File: src/design/touch_point_to_dial_angle_defines.svh
// Assertion macros for the touch_point_to_dial_angle design file.
// Define ASSERT_OFF to compile the checks out.
`ifndef TOUCH_POINT_TO_DIAL_ANGLE_DEFINES_SVH
`define TOUCH_POINT_TO_DIAL_ANGLE_DEFINES_SVH

`ifndef ASSERT_OFF
// Same-cycle implication, sampled on clk, off while arst_n is low.
`define TPDA_ASSERT_NOW(label, ante, cons, msg) \
	label: assert property (@(posedge clk) disable iff (!arst_n) (ante) |-> (cons)) \
		else $error(msg);
// Next-cycle implication, sampled on clk, off while arst_n is low.
`define TPDA_ASSERT_NEXT(label, ante, cons, msg) \
	label: assert property (@(posedge clk) disable iff (!arst_n) (ante) |=> (cons)) \
		else $error(msg);
`else
`define TPDA_ASSERT_NOW(label, ante, cons, msg)
`define TPDA_ASSERT_NEXT(label, ante, cons, msg)
`endif

`endif

File: src/design/tpda_pkg.sv
package tpda_pkg;

	localparam int CENTRE         = 216;
	localparam int NEEDLE_MAX     = 226;
	localparam int RADIUS_MAX     = 511;
	localparam int DEG_FULL       = 360;
	localparam int MIN_RADIUS_RST = 100;

	localparam int CMD_W    = 2;
	localparam int CODE_W   = 2;
	localparam int ANGLE_W  = 9;
	localparam int RADIUS_W = 9;
	localparam int NEEDLE_W = 8;

	// angle accumulator: degrees with a 16-bit fraction
	localparam int FRAC_W    = 16;
	localparam int Z_W       = 26;
	localparam int TABLE_LEN = 24;
	localparam int STEP_W    = 5;

	typedef logic signed [Z_W-1:0] zang_t;

	localparam zang_t Z_QUARTER = zang_t'(90 << FRAC_W);
	localparam zang_t Z_HALF    = zang_t'(180 << FRAC_W);

	typedef enum logic [CMD_W-1:0] {
		CMD_DOWN = 2'd0,
		CMD_UP   = 2'd1,
		CMD_MOVE = 2'd2
	} command_t;

	typedef enum logic [CODE_W-1:0] {
		EV_NONE  = 2'd0,
		EV_GO_TO = 2'd1,
		EV_SET   = 2'd2
	} event_code_t;

	typedef enum logic [1:0] {
		ST_IDLE,
		ST_CALC,
		ST_EMIT
	} ctl_state_t;

	typedef enum logic [1:0] {
		RP_IDLE,
		RP_SQUARE,
		RP_ROOT
	} root_phase_t;

	// atan(2^-i) in degrees, 16-bit fraction, rounded
	function automatic zang_t atan_deg(input logic [STEP_W-1:0] idx);
		zang_t v;
		case (idx)
			5'd0: v = zang_t'(2949120);
			5'd1: v = zang_t'(1740967);
			5'd2: v = zang_t'(919879);
			5'd3: v = zang_t'(466945);
			5'd4: v = zang_t'(234379);
			5'd5: v = zang_t'(117304);
			5'd6: v = zang_t'(58666);
			5'd7: v = zang_t'(29335);
			5'd8: v = zang_t'(14668);
			5'd9: v = zang_t'(7334);
			5'd10: v = zang_t'(3667);
			5'd11: v = zang_t'(1833);
			5'd12: v = zang_t'(917);
			5'd13: v = zang_t'(458);
			5'd14: v = zang_t'(229);
			5'd15: v = zang_t'(115);
			5'd16: v = zang_t'(57);
			5'd17: v = zang_t'(29);
			5'd18: v = zang_t'(14);
			5'd19: v = zang_t'(7);
			5'd20: v = zang_t'(4);
			5'd21: v = zang_t'(2);
			5'd22: v = zang_t'(1);
			default: v = '0;
		endcase
		return v;
	endfunction

endpackage

File: src/design/tpda_cordic.sv
// Iterative vectoring CORDIC: one micro-rotation per cycle, then a final
// conversion step turns the accumulated angle into whole degrees 0..359.
module tpda_cordic #(
	parameter int COORD_BITS   = 9,
	parameter int CORDIC_STEPS = 16
) (
	input  logic                               clk,
	input  logic                               arst_n,
	input  logic                               start,
	input  logic signed [COORD_BITS:0]         dx,
	input  logic signed [COORD_BITS:0]         dy,
	output logic                               busy,
	output logic [tpda_pkg::ANGLE_W-1:0]       angle
);

	localparam int W       = COORD_BITS + tpda_pkg::FRAC_W + 3;
	localparam int N_STEPS = (CORDIC_STEPS > tpda_pkg::TABLE_LEN) ?
		tpda_pkg::TABLE_LEN : CORDIC_STEPS;
	localparam int LAST    = N_STEPS - 1;

	logic signed [W-1:0] x_q, y_q;
	tpda_pkg::zang_t     z_q;
	logic [tpda_pkg::STEP_W-1:0] step_q;
	logic                busy_q, conv_q;
	logic [tpda_pkg::ANGLE_W-1:0] angle_q;

	logic signed [W-1:0] dx_w, dy_w, x_init, y_init, x_n, y_n, xs, ys;
	tpda_pkg::zang_t     z_init, z_n, t_step;
	logic [tpda_pkg::Z_W-1:0] z_mag;
	logic [tpda_pkg::ANGLE_W-1:0] whole, angle_n;

	// pre-rotate into the right half plane
	always_comb begin
		dx_w = W'(dx) <<< tpda_pkg::FRAC_W;
		dy_w = W'(dy) <<< tpda_pkg::FRAC_W;
		if (dy > 0) begin
			x_init = dy_w;
			y_init = -dx_w;
			z_init = tpda_pkg::Z_QUARTER;
		end else if (dy < 0) begin
			x_init = -dy_w;
			y_init = dx_w;
			z_init = -tpda_pkg::Z_QUARTER;
		end else begin
			x_init = '0;
			y_init = '0;
			z_init = (dx < 0) ? tpda_pkg::Z_HALF : '0;
		end
	end

	always_comb begin
		xs     = x_q >>> step_q;
		ys     = y_q >>> step_q;
		t_step = tpda_pkg::atan_deg(step_q);
		x_n    = x_q;
		y_n    = y_q;
		z_n    = z_q;
		if (y_q != '0) begin
			if (!y_q[W-1]) begin
				x_n = x_q + ys;
				y_n = y_q - xs;
				z_n = z_q + t_step;
			end else begin
				x_n = x_q - ys;
				y_n = y_q + xs;
				z_n = z_q - t_step;
			end
		end
	end

	// truncate toward zero, then wrap negatives
	always_comb begin
		z_mag   = z_q[tpda_pkg::Z_W-1] ? -z_q : z_q;
		whole   = z_mag[tpda_pkg::FRAC_W +: tpda_pkg::ANGLE_W];
		angle_n = (z_q[tpda_pkg::Z_W-1] && whole != '0) ?
			tpda_pkg::ANGLE_W'(tpda_pkg::DEG_FULL) - whole : whole;
	end

	always_ff @(posedge clk or negedge arst_n) begin
		if (!arst_n) begin
			busy_q <= 1'b0;
			conv_q <= 1'b0;
			step_q <= '0;
		end else if (start) begin
			busy_q <= 1'b1;
			conv_q <= 1'b0;
			step_q <= '0;
		end else if (busy_q && !conv_q) begin
			if (step_q == tpda_pkg::STEP_W'(LAST)) begin
				conv_q <= 1'b1;
			end else begin
				step_q <= step_q + 1'b1;
			end
		end else if (conv_q) begin
			busy_q <= 1'b0;
			conv_q <= 1'b0;
		end
	end

	always_ff @(posedge clk) begin
		if (start) begin
			x_q <= x_init;
			y_q <= y_init;
			z_q <= z_init;
		end else if (busy_q && !conv_q) begin
			x_q <= x_n;
			y_q <= y_n;
			z_q <= z_n;
		end
		if (conv_q) begin
			angle_q <= angle_n;
		end
	end

	assign busy  = busy_q;
	assign angle = angle_q;

endmodule

File: src/design/tpda_root.sv
// Radius: dx^2 + dy^2 by bit-serial shift-and-add, then a restoring
// square root that retires one result bit per cycle.
module tpda_root #(
	parameter int COORD_BITS = 9
) (
	input  logic                          clk,
	input  logic                          arst_n,
	input  logic                          start,
	input  logic signed [COORD_BITS:0]    dx,
	input  logic signed [COORD_BITS:0]    dy,
	output logic                          busy,
	output logic [tpda_pkg::RADIUS_W-1:0] radius
);

	localparam int C     = COORD_BITS;
	localparam int MW    = 2 * C;
	localparam int RW    = C + 1;
	localparam int RAD_W = 2 * RW;
	localparam int RMW   = RW + 2;
	localparam int CW    = $clog2(RW + 1);

	tpda_pkg::root_phase_t phase_q, phase_n;
	logic [CW-1:0]    cnt_q;
	logic [C-1:0]     bx_q, by_q;
	logic [MW-1:0]    mx_q, my_q;
	logic [RAD_W-1:0] acc_q;
	logic [RMW-1:0]   rem_q;
	logic [RW-1:0]    root_q;

	logic [C:0]       neg_x, neg_y;
	logic [C-1:0]     adx, ady;
	logic [MW-1:0]    pp_x, pp_y;
	logic [RMW-1:0]   rem_sh, trial, diff;
	logic             fits;

	always_comb begin
		neg_x = -dx;
		neg_y = -dy;
		adx   = dx[C] ? neg_x[C-1:0] : dx[C-1:0];
		ady   = dy[C] ? neg_y[C-1:0] : dy[C-1:0];
		pp_x  = bx_q[0] ? mx_q : '0;
		pp_y  = by_q[0] ? my_q : '0;
		rem_sh = {rem_q[RMW-3:0], acc_q[RAD_W-1 -: 2]};
		trial  = {root_q, 2'b01};
		fits   = rem_sh >= trial;
		diff   = rem_sh - trial;
	end

	always_comb begin
		phase_n = phase_q;
		if (start) begin
			phase_n = tpda_pkg::RP_SQUARE;
		end else begin
			case (phase_q)
				tpda_pkg::RP_IDLE: phase_n = tpda_pkg::RP_IDLE;
				tpda_pkg::RP_SQUARE: begin
					if (cnt_q == CW'(C - 1)) phase_n = tpda_pkg::RP_ROOT;
				end
				tpda_pkg::RP_ROOT: begin
					if (cnt_q == CW'(RW - 1)) phase_n = tpda_pkg::RP_IDLE;
				end
				default: phase_n = tpda_pkg::RP_IDLE;
			endcase
		end
	end

	always_comb begin
		busy   = phase_q != tpda_pkg::RP_IDLE;
		radius = (root_q > RW'(tpda_pkg::RADIUS_MAX)) ?
			tpda_pkg::RADIUS_W'(tpda_pkg::RADIUS_MAX) : root_q[tpda_pkg::RADIUS_W-1:0];
	end

	always_ff @(posedge clk or negedge arst_n) begin
		if (!arst_n) begin
			phase_q <= tpda_pkg::RP_IDLE;
			cnt_q   <= '0;
		end else begin
			phase_q <= phase_n;
			if (start || phase_n != phase_q) begin
				cnt_q <= '0;
			end else if (phase_q != tpda_pkg::RP_IDLE) begin
				cnt_q <= cnt_q + 1'b1;
			end
		end
	end

	always_ff @(posedge clk) begin
		if (start) begin
			bx_q   <= adx;
			by_q   <= ady;
			mx_q   <= MW'(adx);
			my_q   <= MW'(ady);
			acc_q  <= '0;
			rem_q  <= '0;
			root_q <= '0;
		end else begin
			case (phase_q)
				tpda_pkg::RP_SQUARE: begin
					acc_q <= acc_q + RAD_W'(pp_x) + RAD_W'(pp_y);
					mx_q  <= mx_q << 1;
					my_q  <= my_q << 1;
					bx_q  <= bx_q >> 1;
					by_q  <= by_q >> 1;
				end
				tpda_pkg::RP_ROOT: begin
					acc_q  <= acc_q << 2;
					rem_q  <= fits ? diff : rem_sh;
					root_q <= {root_q[RW-2:0], fits};
				end
				default: begin
					acc_q <= acc_q;
				end
			endcase
		end
	end

endmodule

File: src/design/touch_point_to_dial_angle.sv
// A request that computes starts the CORDIC and the bit-serial square and root together;
//   its result goes to the output slot once both are done; other requests go there directly.
// No new request is taken until the last result is in the output slot, so for computing
//   requests the slower unit (the square and root, with the defaults) sets the rate.
// Reset (arst_n low, asynchronous): min_radius = 100, last point and held values zero,
//   no result pending.
`include "touch_point_to_dial_angle_defines.svh"

module touch_point_to_dial_angle #(
	parameter int COORD_BITS   = 9,
	parameter int CORDIC_STEPS = 16
) (
	input  logic                                 clk,
	input  logic                                 arst_n,
	// min_radius register
	input  logic                                 cfg_we,
	input  logic [tpda_pkg::RADIUS_W-1:0]        cfg_wdata,
	// touch request
	input  logic                                 s_axis_tvalid,
	output logic                                 s_axis_tready,
	// [COORD_BITS-1:0] x_pos, [2*COORD_BITS-1:COORD_BITS] y_pos, rest zero
	input  logic [((2*COORD_BITS+7)/8)*8-1:0]    s_axis_tdata,
	// [1:0] command
	input  logic [tpda_pkg::CMD_W-1:0]           s_axis_tuser,
	// dial result
	output logic                                 m_axis_tvalid,
	input  logic                                 m_axis_tready,
	// [8:0] touch_angle, [17:9] touch_radius, [25:18] needle_angle, [31:26] zero
	output logic [31:0]                          m_axis_tdata,
	// [1:0] event_code
	output logic [tpda_pkg::CODE_W-1:0]          m_axis_tuser
);

	localparam int C      = COORD_BITS;

	// control state
	tpda_pkg::ctl_state_t  state_q, state_n;
	tpda_pkg::event_code_t kind_q, kind_n;
	logic [tpda_pkg::RADIUS_W-1:0] min_radius_q;
	logic [C-1:0]                  last_x_q, last_y_q;
	logic [tpda_pkg::ANGLE_W-1:0]  held_angle_q;
	logic [tpda_pkg::RADIUS_W-1:0] held_radius_q;
	logic                          out_valid_q;

	// output slot payload
	tpda_pkg::event_code_t         out_code_q;
	logic [tpda_pkg::ANGLE_W-1:0]  out_angle_q;
	logic [tpda_pkg::RADIUS_W-1:0] out_radius_q;
	logic [tpda_pkg::NEEDLE_W-1:0] out_needle_q;

	logic                  accept, go, start, calc_done, slot_free, load;
	tpda_pkg::command_t    cmd;
	logic [C-1:0]          px, py;
	logic signed [C:0]     dx, dy;
	logic                  cordic_busy, root_busy;
	logic [tpda_pkg::ANGLE_W-1:0]  cordic_angle, needle_full;
	logic [tpda_pkg::RADIUS_W-1:0] root_radius;
	tpda_pkg::event_code_t code_n;
	logic [tpda_pkg::NEEDLE_W-1:0] needle_n;

	// Decode the incoming request. Down and up always recompute; a move
	// recomputes only when the point has changed; anything else just
	// reports the held values with no event.
	always_comb begin
		px  = s_axis_tdata[C-1:0];
		py  = s_axis_tdata[2*C-1:C];
		cmd = tpda_pkg::command_t'(s_axis_tuser);
		dx  = $signed({1'b0, px}) - (C+1)'(tpda_pkg::CENTRE);
		dy  = (C+1)'(tpda_pkg::CENTRE) - $signed({1'b0, py});
		case (cmd)
			tpda_pkg::CMD_DOWN, tpda_pkg::CMD_UP: begin
				go     = 1'b1;
				kind_n = tpda_pkg::EV_GO_TO;
			end
			tpda_pkg::CMD_MOVE: begin
				go     = (px != last_x_q) || (py != last_y_q);
				kind_n = go ? tpda_pkg::EV_SET : tpda_pkg::EV_NONE;
			end
			default: begin
				go     = 1'b0;
				kind_n = tpda_pkg::EV_NONE;
			end
		endcase
	end

	// Angle and radius run side by side from the same start pulse.
	tpda_cordic #(
		.COORD_BITS  (COORD_BITS),
		.CORDIC_STEPS(CORDIC_STEPS)
	) u_cordic (
		.clk   (clk),
		.arst_n(arst_n),
		.start (start),
		.dx    (dx),
		.dy    (dy),
		.busy  (cordic_busy),
		.angle (cordic_angle)
	);

	tpda_root #(
		.COORD_BITS(COORD_BITS)
	) u_root (
		.clk   (clk),
		.arst_n(arst_n),
		.start (start),
		.dx    (dx),
		.dy    (dy),
		.busy  (root_busy),
		.radius(root_radius)
	);

	// next state
	always_comb begin
		state_n = state_q;
		case (state_q)
			tpda_pkg::ST_IDLE: begin
				if (accept) state_n = go ? tpda_pkg::ST_CALC : tpda_pkg::ST_EMIT;
			end
			tpda_pkg::ST_CALC: begin
				if (calc_done) state_n = tpda_pkg::ST_EMIT;
			end
			tpda_pkg::ST_EMIT: begin
				if (slot_free) state_n = tpda_pkg::ST_IDLE;
			end
			default: state_n = tpda_pkg::ST_IDLE;
		endcase
	end

	// handshake and strobes; the output slot decouples the two sides, so a
	// new request is taken while the previous result still waits
	always_comb begin
		s_axis_tready = state_q == tpda_pkg::ST_IDLE;
		accept        = s_axis_tvalid && s_axis_tready;
		start         = accept && go;
		calc_done     = (state_q == tpda_pkg::ST_CALC) && !cordic_busy && !root_busy;
		slot_free     = !out_valid_q || m_axis_tready;
		load          = (state_q == tpda_pkg::ST_EMIT) && slot_free;
	end

	// result fields from the held values
	always_comb begin
		code_n = ((kind_q != tpda_pkg::EV_NONE) && (held_radius_q > min_radius_q)) ?
			kind_q : tpda_pkg::EV_NONE;
		needle_full = (held_angle_q > tpda_pkg::ANGLE_W'(tpda_pkg::NEEDLE_MAX)) ?
			tpda_pkg::ANGLE_W'(tpda_pkg::NEEDLE_MAX) : held_angle_q;
		needle_n = {needle_full[tpda_pkg::NEEDLE_W-1:1], 1'b0};
	end

	always_ff @(posedge clk or negedge arst_n) begin
		if (!arst_n) begin
			state_q       <= tpda_pkg::ST_IDLE;
			kind_q        <= tpda_pkg::EV_NONE;
			min_radius_q  <= tpda_pkg::RADIUS_W'(tpda_pkg::MIN_RADIUS_RST);
			last_x_q      <= '0;
			last_y_q      <= '0;
			held_angle_q  <= '0;
			held_radius_q <= '0;
			out_valid_q   <= 1'b0;
		end else begin
			state_q <= state_n;
			if (cfg_we) begin
				min_radius_q <= cfg_wdata;
			end
			if (accept) begin
				kind_q <= kind_n;
			end
			// advance the last point as soon as the request commits
			if (start) begin
				last_x_q <= px;
				last_y_q <= py;
			end
			if (calc_done) begin
				held_angle_q  <= cordic_angle;
				held_radius_q <= root_radius;
			end
			if (load) begin
				out_valid_q <= 1'b1;
			end else if (m_axis_tready) begin
				out_valid_q <= 1'b0;
			end
		end
	end

	// output slot: hold while the consumer stalls
	always_ff @(posedge clk) begin
		if (load) begin
			out_code_q   <= code_n;
			out_angle_q  <= held_angle_q;
			out_radius_q <= held_radius_q;
			out_needle_q <= needle_n;
		end
	end

	assign m_axis_tvalid = out_valid_q;
	assign m_axis_tuser  = out_code_q;
	assign m_axis_tdata  = 32'({out_needle_q, out_radius_q, out_angle_q});

	`TPDA_ASSERT_NOW(a_ready_units_idle, s_axis_tready, !cordic_busy && !root_busy, "request taken while a unit is busy")
	`TPDA_ASSERT_NEXT(a_start_busy, start, cordic_busy && root_busy, "unit did not start")
	`TPDA_ASSERT_NEXT(a_load_valid, load, m_axis_tvalid, "loaded result not presented")
	`TPDA_ASSERT_NOW(a_code_radius, m_axis_tvalid && (out_code_q != tpda_pkg::EV_NONE), out_radius_q > min_radius_q, "event without radius")
	`TPDA_ASSERT_NOW(a_angle_range, m_axis_tvalid, out_angle_q < tpda_pkg::ANGLE_W'(tpda_pkg::DEG_FULL), "angle out of range")

endmodule
File: config.mk
export PLATFORM = sky130hd
export DESIGN_NAME = touch_point_to_dial_angle
export DESIGN_NICKNAME = d
export VERILOG_FILES = /design/src/design/tpda_pkg.sv /design/src/design/tpda_cordic.sv /design/src/design/tpda_root.sv /design/src/design/touch_point_to_dial_angle.sv
export VERILOG_INCLUDE_DIRS = /design/src /design/src/design
export SDC_FILE = /design/constraint.sdc
export NUM_CORES = 1
export LEC_CHECK = 0
export BUFFER_PORTS_ARGS = -buffer_cell sky130_fd_sc_hd__buf_2
export CAP_MARGIN = 20
export CORE_ASPECT_RATIO = 1.2
export CORE_MARGIN = 4
export CORE_UTILIZATION = 45
export CTS_BUF_LIST = sky130_fd_sc_hd__clkbuf_16
export CTS_CLUSTER_SIZE = 28
export DETAILED_ROUTE_END_ITERATION = 6
export GPL_TIMING_DRIVEN = 0
export SYNTH_ARGS = -nofsm -noshare
export SYNTH_HDL_FRONTEND = slang
export SYNTH_SLANG_ARGS = --single-unit
File: constraint.sdc
create_clock -name clk -period 9.4 [get_ports clk]
set_clock_uncertainty 0.05 [all_clocks]
set_input_delay 1.88 -clock clk [delete_from_list [all_inputs] [get_ports clk]]
set_output_delay 1.88 -clock clk [all_outputs]
set_load 0.005 [all_outputs]
[Word-level counts from Yosys, hierarchy flattened]
Memory sizes are Yosys's and may differ from the RTL's.
Index checks and enable logic that the tools add are counted.
Storage, ports and cells
  register bits: 275
  ROM bits: 704
  input port bits: 40
  word-level logic and storage cells: 171
  memories kept: 1
Operators by class
  add/subtract/negate cells: 19
  $lt $le $gt $ge: 7
  equal/unequal tests: 18
  shift-type cells: 2
  mux-type cells: 61
  reduce and logical (&&, ||, !) cells: 33
Memory list
  (no name shown): words 32, width 22, rd ports 1, clocked after Yosys merged registers in 0, wr ports 0, line tpda_pkg.sv:53  | case (idx)
Operators by type and width (number)
  2-to-1 mux 28 bit: 12
  2-to-1 mux 26 bit: 6
  2-to-1 mux 9 bit: 12
  adder 28 bit: 2
  negation 26 -> 28 bit: 2
  >>> shifter 28 x 5 -> 28 bit: 2
  subtractor 28 bit: 2
  adder 20 x 18 -> 20 bit: 2
  case mux 20 bit (2 select lines): 1
  2-to-1 mux 18 bit: 2
  nonzero test 28 bit: 1
  adder 26 bit: 1
  subtractor 26 bit: 1
  2-to-1 mux 25 bit: 1
  negation 25 bit: 1
  2-to-1 mux 24 bit: 1
  less-than comparator 10 x 1 -> 1 bit (second input constant): 2
  != test 9 bit: 2
  negation 9 bit: 2
  nonzero test 2 bit: 9
  2-to-1 mux 2 bit: 8
  2-to-1 mux 5 bit: 3
  greater-or-equal comparator 12 bit: 1
  greater-than comparator 10 x 1 -> 1 bit (second input constant): 1
  other kinds (31): 63

[Depth between registers and ports, before layout]
Gate-level depths: netlist (run 1).
  word-level depth: 8
  gate-level depth with buffers: 28
  mapped depth without buffers: 23

[Hierarchy]
From an unflattened synthesis (run 1), not the netlist that was laid out.
Second synthesis, totals
  cells, all modules: 2733
  area, all modules: 24951.4 µm²
By module, submodules not included
  tpda_cordic: instances 1, cells an instance 1734, area an instance 14806.7 µm², sequential area each 2907.8 µm²
  tpda_root: instances 1, cells an instance 655, area an instance 6316.1 µm², sequential area each 2392.3 µm²
  touch_point_to_dial_angle: instances 1, cells an instance 344, area an instance 3828.7 µm², sequential area each 2065.7 µm²

[Least setup slack after synthesis (run 1)]
Ideal clock, no wire load.
  path type: input to register
  from: in s_axis_tdata[17]
  to: reg u_cordic.x_q[0], enable pin
  library setup time: 814 ps
  data arrival time: 4896 ps
  slack: 3640 ps
  stages: 11
  buffers on the path: 3
  path through: clkbuf_1 -> xnor2_1 -> nand4_1 -> nor3_1 -> nand4_1 -> nand3b_1 -> nand2_1 -> nand3_1 -> clkbuf_1 -> clkbuf_1 -> nand2_1
On the way
  cells in the longest elaborated chain, start to end: 6
  elaborated cells between the ends (all ways): 7
  those cells by class: 1 x eq/ne; 1 x mux; 5 x reduce/logical
Ends and longest elaborated chain
  start: declaration: line touch_point_to_dial_angle.sv:22  | input logic [((2*COORD_BITS+7)/8)*8-1:0] s_axis_tdata,
  != test 9 bit (*): line touch_point_to_dial_angle.sv:76  | go = (px != last_x_q) || (py != last_y_q);
  logical OR 1 bit (*): line touch_point_to_dial_angle.sv:76
  case mux 1 bit (2 select lines) (*): line touch_point_to_dial_angle.sv:70  | case (cmd)
  logical AND 1 bit (*): line touch_point_to_dial_angle.sv:134  | start = accept && go;
  nonzero test 2 bit (no source line)
  AND reduction 2 bit (no source line) (*)
  end signal: assignment: line tpda_cordic.sv:102  | x_q <= x_init;
  end signal: assignment: line tpda_cordic.sv:106  | x_q <= x_n;
  end: declaration: line tpda_cordic.sv:21  | logic signed [W-1:0] x_q, y_q;
Mark *: on every way between the ends. The rest lies on a longest branch, timed or not.
A chain may end at the register's enable or synchronous reset.

[Final worst setup path (run 1)]
  from: reg u_cordic.step_q[1] (netlist bit)
  to: reg u_cordic.y_q[27], data pin
On the way
  cells in the longest elaborated chain, start to end: 6
  elaborated cells between the ends (all ways): 7
  those cells by class: 2 x add/sub; 1 x shift; 4 x mux
Ends and longest elaborated chain
  start: declaration: line tpda_cordic.sv:23  | logic [tpda_pkg::STEP_W-1:0] step_q;
  start signal: assignment: line tpda_cordic.sv:92  | step_q <= step_q + 1'b1;
  >>> shifter 28 x 5 -> 28 bit (*): line tpda_cordic.sv:52  | xs = x_q >>> step_q;
  subtractor 28 bit / adder 28 bit (equally long branches): line tpda_cordic.sv:61, tpda_cordic.sv:65
  2-to-1 mux 28 bit (*): line tpda_cordic.sv:59  | if (!y_q[W-1]) begin
  2-to-1 mux 28 bit (*): line tpda_cordic.sv:58  | if (y_q != '0) begin
  2-to-1 mux 28 bit (*): line tpda_cordic.sv:105  | end else if (busy_q && !conv_q) begin
  2-to-1 mux 28 bit (*): line tpda_cordic.sv:101  | if (start) begin
  end signal: assignment: line tpda_cordic.sv:103  | y_q <= y_init;
  end signal: assignment: line tpda_cordic.sv:107  | y_q <= y_n;
  end: declaration: line tpda_cordic.sv:21
Mark *: on every way between the ends. The rest lies on a longest branch, timed or not. The select of a mux whose other input is x is not followed.

==> results.sh, run 1 <==
export IMPL_antenna_found_initial=7
export IMPL_routedWlPerCell_um=24.71
export IMPL_cts_sinks=275
export IMPL_syn_area_sq_mm=0.02366
export IMPL_drtIter0Drc=1803
export IMPL_track_usage_pct=29.38
export IMPL_die_area_sq_mm=0.05633
export IMPL_postPlaceCellArea_sq_mm=0.02494
export IMPL_cts_tree="built"
export IMPL_ctsHoldBuffers=0
export IMPL_netlist_instances=2627
export IMPL_drt_total_wl_um=85330
export IMPL_yosysSeqAreaShare_pct=31.13
export IMPL_drc=27
export IMPL_period_share_pct=84.81
export IMPL_dr_pass1_iters=7
export IMPL_postCtsSetupBuffers=0
export IMPL_status="finished, violations left"
export IMPL_ys_types=97
export IMPL_rsz0062_at_grt="false"
export IMPL_critical_path_slowest_cell="buf_1"
export IMPL_die_y_um=259.2
export IMPL_insertion_delay_ps=610
export IMPL_grt_pass1_wl_um=128100
export IMPL_clock_path_buffers=3
export IMPL_crit_chain="buf_1 -> buf_1 -> mux4_2 -> mux2i_1 -> o22ai_1 -> or2_2 -> inv_1 -> ha_1 -> inv_1 -> nor3b_1 -> nor2b_2 -> and3_1 -> nor3b_2 -> mux2_2 -> a22oi_1 -> ha_1 -> and3_1 -> o211ai_1 -> a41oi_1 -> a41o_1 -> a211oi_1 -> xnor2_1 -> a21oi_1"
export IMPL_hold_viol=0
export IMPL_drtAntennaViolNets=0
export IMPL_end_kind="flip-flop"
export IMPL_rrSetupSlack_ps=1430
export IMPL_synth_seq_cells=275
export IMPL_fin_crit_ps=7972
export IMPL_syn2layout_area_growth_pct=9.693
export IMPL_cts_buffers_inserted=31
export IMPL_final_layout_size_suffix_gt1_share_pct=10.43
export IMPL_first_global_vias=20940
export IMPL_cts_repair_resized=0
export IMPL_worstPathMaxFanout=10
export IMPL_setup_viol=0
export IMPL_nNetsFinal=2937
export IMPL_coreArea_sq_mm=0.05169
export IMPL_dr_total_vias=21180
export IMPL_max_freq_mhz=125.4
export IMPL_ff2ff_path_depth=23
export IMPL_slew_violations=0
export IMPL_yosys_warnings=0
export IMPL_startpoint_type="flip-flop"
export IMPL_path_buf_inv=4
export IMPL_htreeDepth=1
export IMPL_io_buffers=55
export IMPL_slowest_delay_ps=790
export IMPL_synth_edff_count=154
export IMPL_synth_async_reset_ratio_pct=22.91
export IMPL_max_cap_viol_count=0
export IMPL_cpLargestDelayFamily="simple AND/OR/NAND/NOR gates"
export IMPL_critical_path_arrival_ps=8250
export IMPL_syn_avg_cell_area_sq_um=9.007
export IMPL_die_width_um=217.3
export IMPL_num_rows=91
export IMPL_routabilityCongestion=1.037
export IMPL_path_depth=23
export IMPL_initial_core_util_pct=45.77
export IMPL_gr_total_overflow=0
export IMPL_grt_start_max_net_pins=64
export IMPL_relSlewSlack_pct=28.98
export IMPL_holdPathStages=0
export IMPL_viasPerCell=6.135
export IMPL_ioPinCount=76
export IMPL_violations="DRC"
export IMPL_path_class="flip-flop to flip-flop"
export IMPL_worstPathRequired_ps=9680
export IMPL_worstHoldPathType="flip-flop to flip-flop"
export IMPL_synth_main_ff_cell="edfxtp_1"
export IMPL_fin_area_sq_mm=0.02595
export IMPL_cts_root_buf="clkbuf_16"
export IMPL_fin_setup_tns_ps=0
export IMPL_clk_pin_slew_ps=60
export IMPL_dp_hpwl_um=66830
export IMPL_worst_pin_slew_ps=1065
==> worst paths after layout <==
| check | from | to |
|---|---|---|
| setup / recovery | u_cordic.step_q[1] | u_cordic.y_q[27] |
| hold / removal | held_radius_q[0] | out_radius_q[0] |
| setup reg to reg | u_cordic.step_q[1] | u_cordic.y_q[27] |
| hold reg to reg | held_radius_q[0] | out_radius_q[0] |
| max in group asynchronous | arst_n | last_y_q[5] |
| min in group asynchronous | arst_n | min_radius_q[0] |
==> Yosys cell counts, drive strengths merged (18+ instances only) <==
cell	instances	area, sq um
a211oi	37	282.8
a21o	51	382.9
a21oi	161	805.8
a31oi	40	250.2
and2	23	143.9
and3	29	181.4
buf	60	354.1
clkbuf	91	341.6
dfrtp	60	1501
dfxtp	58	1161
edfxtp	154	4624
fa	22	440.4
ha	148	1852
inv	142	533.0
mux2	31	349.1
mux2i	103	1031
mux4	64	1441
nand2	260	975.9
nand2b	26	162.7
nand3	36	180.2
nor2	263	987.2
nor2b	34	215.2
nor3	53	265.3
nor4	24	183.9
o21a	50	375.4
o21ai	140	700.7
o22ai	24	150.1
or2	18	112.6
xnor2	111	972.2
xor2	82	718.2
==> final cells by class <==
cell class	instances	area, sq um
Buffer	151	695.7
Multi-Input combinational cell	2063	15090
Sequential cell	275	7366
Tap cell	697	872.1
Fill cell	4971	25740
Clock buffer	32	800.8
Timing Repair Buffer	61	369.1
Clock inverter	26	209.0
Antenna cell	4	10.01
Inverter	144	540.5
==> through the flow <==
step           util (%)  hold WS, ps  instances  setup slack, ps
5_1_grt           50.20        434.3       3450             1214
2_1_floorplan         -        374.9       2633             3640
4_1_cts           50.19        396.1       3449             1649
6_report          50.21        396.3       3453             1428
3_5_place_dp      48.24        381.3       3391             1684
3_3_place_gp      48.04        385.1       3385            987.2
==> sequential cells by signal, summed over array words and instances, names as in the netlist, 10 cells and up <==
register,flops
u_cordic.x_q,28
u_cordic.y_q,28
u_cordic.z_q,26
u_root.acc_q,20
u_root.mx_q,18
u_root.my_q,18
u_root.rem_q,10
u_root.root_q,10
==> metal layers <==
layer | track usage [%] | share of wire, % | up-vias
li1 | - | - | 9769
met1 | 36.22 | 39 | 10340
met2 | 50.96 | 48 | 835
met3 | 3.922 | 6.5 | 241
met4 | 13.91 | 5.9 | 2
met5 | 0 | 0.015 | -
==> cells in the final DEF, fill, tap and decap left out, drive strengths merged, types with 8 or more instances in the layout <==
cell type  instances
mux4              64
a21oi            161
dfrtp             60
xnor2            111
a211oi            37
ha               148
clkinv            11
buf              121
nor3              53
fa                22
clkbuf           123
o221ai             8
inv              154
and2              23
xor2              82
a21o              51
dfxtp             58
o211ai            14
and3              29
nor3b             12
nand4             15
a31oi             40
or2               18
mux2              31
o22ai             24
a22oi             12
nor2             263
edfxtp           154
o21bai            12
o31ai             16
nor4              24
mux2i            103
a221oi            10
nand2            260
o21ai            140
nand3             36
o21a              50
nor2b             34
nand2b            26
or3               14
==> kinds of logic (layout without fill, tap and decap cells) <==
group	count (synthesis)	after routing	synth area share (%)
other	1	11	0.01585
flip-flops	275	275	31.13
AO/OA/AOI/OAI	653	653	17.93
XOR/XNOR	193	193	7.144
multiplexers	198	198	11.92
adder cells (fa/ha/maj)	170	170	9.687
AND/OR/NAND/NOR	842	842	16.94
buffers and inverters	295	414	5.224
==> worst register-to-register path, stage by stage (launching register included) <==
cell and delay (ps):
dfrtp_1 540, buf_1 700, buf_1 790, mux4_2 500, mux2i_1 310, o22ai_1 130, or2_2 390, inv_1 110
ha_1 160, inv_1 50, nor3b_1 400, nor2b_2 310, and3_1 200, nor3b_2 520, mux2_2 270, a22oi_1 60
ha_1 460, and3_1 230, o211ai_1 290, a41oi_1 380, a41o_1 370, a211oi_1 250, xnor2_1 160, a21oi_1 80
Power of run 1 is left out: the tool's default activity adds up to more than one toggle a clock period on the data nets, which glitch-free logic cannot reach.
==> run 2: changes to the inputs <==
- clock period: 9.4 -> 7.5 ns (I/O delays scaled with it)
==> results.sh, run 2 (synthesized netlist as in run 1, its figures left out) <==
export IMPL_mostFrequentLayoutCells="263 x nor2_1, 259 x nand2_1, 161 x a21oi_1"
export IMPL_critical_path_arrival_ps=7500
export IMPL_ctsHoldBuffers=0
export IMPL_layout_commonest_cell="nor2_1"
export IMPL_dp_slack_ps=-216.4
export IMPL_insertion_delay_ps=610
export IMPL_clk_pin_slew_ps=70
export IMPL_antenna_found_initial=7
export IMPL_status="finished clean"
export IMPL_worstPathRequired_ps=7790
export IMPL_period_share_pct=96.20
export IMPL_routed_top_layer="met5"
export IMPL_worstPathMaxFanout=10
export IMPL_cts_sinks=275
export IMPL_fin_crit_ps=7215
export IMPL_routedWlPerCell_um=24.71
export IMPL_worst_pin_slew_ps=1092
export IMPL_dr_pass1_iters=6
export IMPL_postCtsSetupBuffers=0
export IMPL_startpoint_type="flip-flop"
export IMPL_path_class="flip-flop to flip-flop"
export IMPL_num_rows=91
export IMPL_rsz0062_at_grt="false"
export IMPL_fin_ws_ps=284.9
export IMPL_fillers=4959
export IMPL_drtIter0Drc=1643
export IMPL_nNetsFinal=2935
export IMPL_crit_end="u_cordic.y_q[26]"
export IMPL_end_kind="flip-flop"
export IMPL_coreArea_sq_mm=0.05169
export IMPL_routabilityCongestion=1.037
export IMPL_wl_met2_um=41030
export IMPL_setup_viol=0
export IMPL_critPathLaunch="u_cordic.step_q[1]"
export IMPL_max_cap_viol_count=0
export IMPL_drt_total_wl_um=85290
export IMPL_ff2ff_path_depth=19
export IMPL_max_freq_mhz=138.6
export IMPL_syn2layout_area_growth_pct=9.857
export IMPL_relSlewSlack_pct=26.78
export IMPL_die_y_um=259.2
export IMPL_viasPerCell=6.150
export IMPL_final_layout_size_suffix_gt1_share_pct=10.84
export IMPL_rrSetupSlack_ps=280
export IMPL_ioPinCount=76
export IMPL_die_area_sq_mm=0.05633
export IMPL_io_buffers=55
export IMPL_gr_total_overflow=0
export IMPL_first_global_vias=20920
export IMPL_layout_cells_non_filler=3451
export IMPL_clock_path_buffers=3
export IMPL_track_usage_pct=29.37
export IMPL_dp_hpwl_um=66830
export IMPL_slew_violations=0
export IMPL_dr_total_vias=21220
export IMPL_grt_start_max_net_pins=64
export IMPL_dp_cells=3391
export IMPL_top_regs="u_cordic.x_q x28, u_cordic.y_q x28, u_cordic.z_q x26"
export IMPL_whs_ps=396.3
export IMPL_die_width_um=217.3
export IMPL_worstHoldPathType="flip-flop to flip-flop"
export IMPL_cts_root_buf="clkbuf_16"
export IMPL_wl_met3_um=5566
export IMPL_rr_endpoint="u_cordic.y_q[26]"
export IMPL_cts_buffers_inserted=31
export IMPL_htreeDepth=1
export IMPL_grt_pass1_wl_um=127900
export IMPL_drtAntennaViolNets=0
export IMPL_worstReg2RegStart="u_cordic.step_q[1]"
export IMPL_hold_viol=0
export IMPL_cts_tree="built"
export IMPL_drc=0
export IMPL_initial_core_util_pct=45.77
export IMPL_met1_length_um=33670
[run 2: changes by cell type in the layout (fill, tap and decap cells not counted), sizes merged]
cell | previous run | this run
clkbuf | 123 | 126
buf | 121 | 116
[run 2: critical path: stages, from the launching register on]
cell and delay, ps:
dfrtp_1 540, buf_2 400, buf_2 420, buf_2 390, mux2i_1 690, o221ai_1 420
nor4bb_1 630, a31oi_1 200, xor2_1 210, ha_1 340, a211oi_1 250, nand2_1 110
a211oi_1 420, o31ai_1 320, o41ai_2 420, o21ai_0 220, or4_1 430, a31oi_1 200
xor2_1 170, o21ai_0 90
[run 2: per-layer routing]
layer  track usage (%)  up-vias
li1                  -     9768
met1             36.05    10370
met2             50.94      844
met3             4.074      244
met4             14.00        2
met5                 0        -
[run 2: area by class of cell]
type	count	area (sq um)	area share (%)
Buffer	149	694.4	2.671
Timing Repair Buffer	61	369.1	1.420
Tap cell	697	872.1	3.355
Multi-Input combinational cell	2063	15130	58.21
Clock inverter	26	209.0	0.8038
Clock buffer	32	800.8	3.081
Inverter	144	540.5	2.079
Antenna cell	4	10.01	0.03851
Sequential cell	275	7366	28.34
[run 2: worst min path at each step]
stage,start,depth (start not counted),end,slack [ps]
2_1_floorplan,held_radius_q[0],0,out_radius_q[0],370
3_3_place_gp,held_radius_q[0],0,out_radius_q[0],390
3_5_place_dp,held_radius_q[0],0,out_radius_q[0],380
4_1_cts,held_radius_q[0],0,out_radius_q[0],400
5_1_grt,held_radius_q[0],0,out_radius_q[0],430
6_report,held_radius_q[0],0,out_radius_q[0],400
[run 2: metrics by stage]
stage / util [%] / cell area, sq um / setup TNS [ps]
after floorplan: - / 23680 / 0
after global placement: 48.04 / 24830 / -43410
after detailed placement: 48.24 / 24940 / -445.2
after CTS: 50.19 / 25940 / 0
after global routing: 50.27 / 25990 / 0
final: 50.29 / 25990 / 0
[run 2: timing repair]
action	in CTS	in global routing
gates resized for setup	2	13
pin swaps	0	0
endpoints found under the setup margin	5	13
Power of run 2 is left out for the same reason.
==> run 3: changes to the inputs <==
- ABC_AREA: not set -> 1
- clock period: 7.5 -> 9 ns (I/O delays scaled with it)
==> results.sh, run 3 <==
export IMPL_postCtsSetupBuffers=0
export IMPL_status="finished clean"
export IMPL_die_y_um=262.4
export IMPL_cts_repair_resized=0
export IMPL_grt_pass1_wl_um=131600
export IMPL_die_area_sq_mm=0.05771
export IMPL_critical_path_arrival_ps=6620
export IMPL_setup_viol=0
export IMPL_slew_violations=0
export IMPL_worstReg2RegStart="u_cordic.y_q[27]"
export IMPL_worstPathMaxFanout=10
export IMPL_cts_tree="built"
export IMPL_netlist_instances=3607
export IMPL_io_buffers=61
export IMPL_synth_edff_count=154
export IMPL_routabilityCongestion=1.034
export IMPL_ctsHoldBuffers=0
export IMPL_dp_hpwl_um=68120
export IMPL_syn_avg_cell_area_sq_um=6.727
export IMPL_period_share_pct=70.73
export IMPL_htreeDepth=2
export IMPL_fillers=5540
export IMPL_rsz0062_at_grt="false"
export IMPL_synth_simple_area_share_pct=32.84
export IMPL_first_global_vias=22940
export IMPL_routedWlPerCell_um=19.32
export IMPL_synth_async_reset_ratio_pct=22.91
export IMPL_ys_types=64
export IMPL_worstHoldPathType="flip-flop to flip-flop"
export IMPL_whs_ps=392.9
export IMPL_top_regs="u_cordic.x_q x28, u_cordic.y_q x28, u_cordic.z_q x26"
export IMPL_hold_viol=0
export IMPL_critPathLaunch="u_cordic.y_q[27]"
export IMPL_initial_core_util_pct=45.82
export IMPL_worstPathRequired_ps=9260
export IMPL_yosysMostFrequentCell="nand2_1"
export IMPL_gr_total_overflow=0
export IMPL_synth_top_area_share_pct=19.06
export IMPL_relSlewSlack_pct=23.56
export IMPL_num_rows=92
export IMPL_cts_root_buf="clkbuf_16"
export IMPL_synth_top_family_by_area="simple AND/OR/NAND/NOR gates"
export IMPL_ioPinCount=76
export IMPL_clock_path_buffers=3
export IMPL_mostFrequentLayoutCells="1127 x nand2_1, 398 x inv_1, 311 x nand3_1"
export IMPL_synth_largest_area_cell="edfxtp_1"
export IMPL_drtAntennaViolNets=0
export IMPL_antenna_found_initial=2
export IMPL_viasPerCell=5.443
export IMPL_fin_crit_ps=6365
export IMPL_ff2ff_path_depth=19
export IMPL_synth_common_cells="1129 x nand2_1, 393 x inv_1, 311 x nand3_1, 303 x nor2_1, 240 x a21oi_1"
export IMPL_synth_seq_cells=275
export IMPL_drc=0
export IMPL_ys_top_cells_by_area="edfxtp_1 19%, nand2_1 17%, ha_1 7.6%"
export IMPL_end_kind="flip-flop"
export IMPL_rrSetupSlack_ps=2630
export IMPL_die_width_um=220.0
export IMPL_fin_setup_tns_ps=0
export IMPL_multi_input_area_sq_mm=0.01468
export IMPL_startpoint_type="flip-flop"
export IMPL_grt_start_max_net_pins=46
export IMPL_rr_endpoint="u_cordic.y_q[24]"
export IMPL_drt_total_wl_um=85940
export IMPL_coreArea_sq_mm=0.05295
export IMPL_synth_compound_area_share_pct=13.89
export IMPL_worst_pin_slew_ps=1147
export IMPL_ff_latch_area_sq_mm=0.007366
export IMPL_max_freq_mhz=157.1
export IMPL_holdPathStages=0
export IMPL_yosys_warnings=0
export IMPL_final_layout_size_suffix_gt1_share_pct=7.378
export IMPL_dr_total_vias=24210
export IMPL_layout_commonest_cell="nand2_1"
export IMPL_synth_area_mux_share_pct=0.04641
export IMPL_hp_start="held_angle_q[2]"
export IMPL_syn2layout_area_growth_pct=10.47
export IMPL_path_class="flip-flop to flip-flop"
export IMPL_synth_fa_ha_area_share_pct=9.447
export IMPL_synthXorXnorAreaFrac_pct=4.115
export IMPL_clk_pin_slew_ps=60
export IMPL_syn_area_sq_mm=0.02426
export IMPL_max_cap_viol_count=0
export IMPL_dr_pass1_iters=6
export IMPL_hold_path_end="out_angle_q[2]"
export IMPL_insertion_delay_ps=580
export IMPL_drtIter0Drc=1935
export IMPL_nNetsFinal=3924
export IMPL_yosysSeqAreaShare_pct=30.36
export IMPL_synth_main_ff_cell="edfxtp_1"
export IMPL_track_usage_pct=29.06
export IMPL_cts_buffers_inserted=35
export IMPL_cts_sinks=275
## run 3: how the worst max path moves through the flow
stage	end	slack, ps	cells past startpoint
finish	u_cordic.y_q[24]	2630	19
detailed placement	u_cordic.z_q[9]	2620	13
floorplan	u_cordic.x_q[0]	3680	12
CTS	u_cordic.y_q[24]	2800	19
global placement	u_cordic.z_q[9]	370	12
global route	u_cordic.y_q[24]	2350	19
## run 3: through the flow
step / std cells / cell area, sq um / utilization (%) / worst slack [ps]
final: 4447 / 26800 / 50.62 / 2635
after global routing: 4447 / 26800 / 50.62 / 2346
after CTS: 4446 / 26800 / 50.62 / 2796
after detailed placement: 4382 / 25570 / 48.29 / 2618
after global placement: 4379 / 25470 / 48.11 / 372.9
after floorplan: 3613 / 24290 / - / 3677
## run 3: logic make-up (layout without fill, tap and decap cells)
kind of cell / after synthesis / count (layout)
DFF: 275 / 275
muxes: 1 / 1
AOI/OAI and AO/OA: 600 / 600
other: 1 / 8
adders and majority gates: 170 / 170
buffers and inverters: 542 / 670
xor gates and xnor gates: 114 / 114
and+or+nand+nor: 1904 / 1904
## run 3: cell type report
cell class,count,share of cell area (%)
Antenna cell,1,0.009336
Buffer,135,2.698
Clock buffer,36,3.361
Tap cell,705,3.291
Inverter,407,5.709
Timing Repair Buffer,64,1.456
Clock inverter,28,1.228
Sequential cell,275,27.48
Multi-Input combinational cell,2796,54.77
## run 3: critical path: stages, from the launching register on
cell and delay, ps:
edfxtp_1 360, clkbuf_1 240, inv_1 170, clkbuf_1 680, buf_1 860, buf_1 830
o21ai_0 390, fa_1 510, nand3_1 90, nand2_1 80, a21boi_0 390, o21ai_0 440
a21oi_1 340, o21bai_1 140, nand3_1 90, nand2_1 70, nor2_1 100, nor2_1 50
nand2_1 130, nand3_1 70
## run 3: routing by layer
| layer | GRT usage (%) | share of wire [%] | vias to the layer above |
|---|---|---|---|
| li1 | - | - | 12100 |
| met1 | 37.72 | 42 | 11120 |
| met2 | 47.73 | 46 | 768 |
| met3 | 4.337 | 6.1 | 212 |
| met4 | 13.09 | 5.3 | 2 |
| met5 | 0 | 0.015 | - |
Power of run 3 is left out for the same reason.
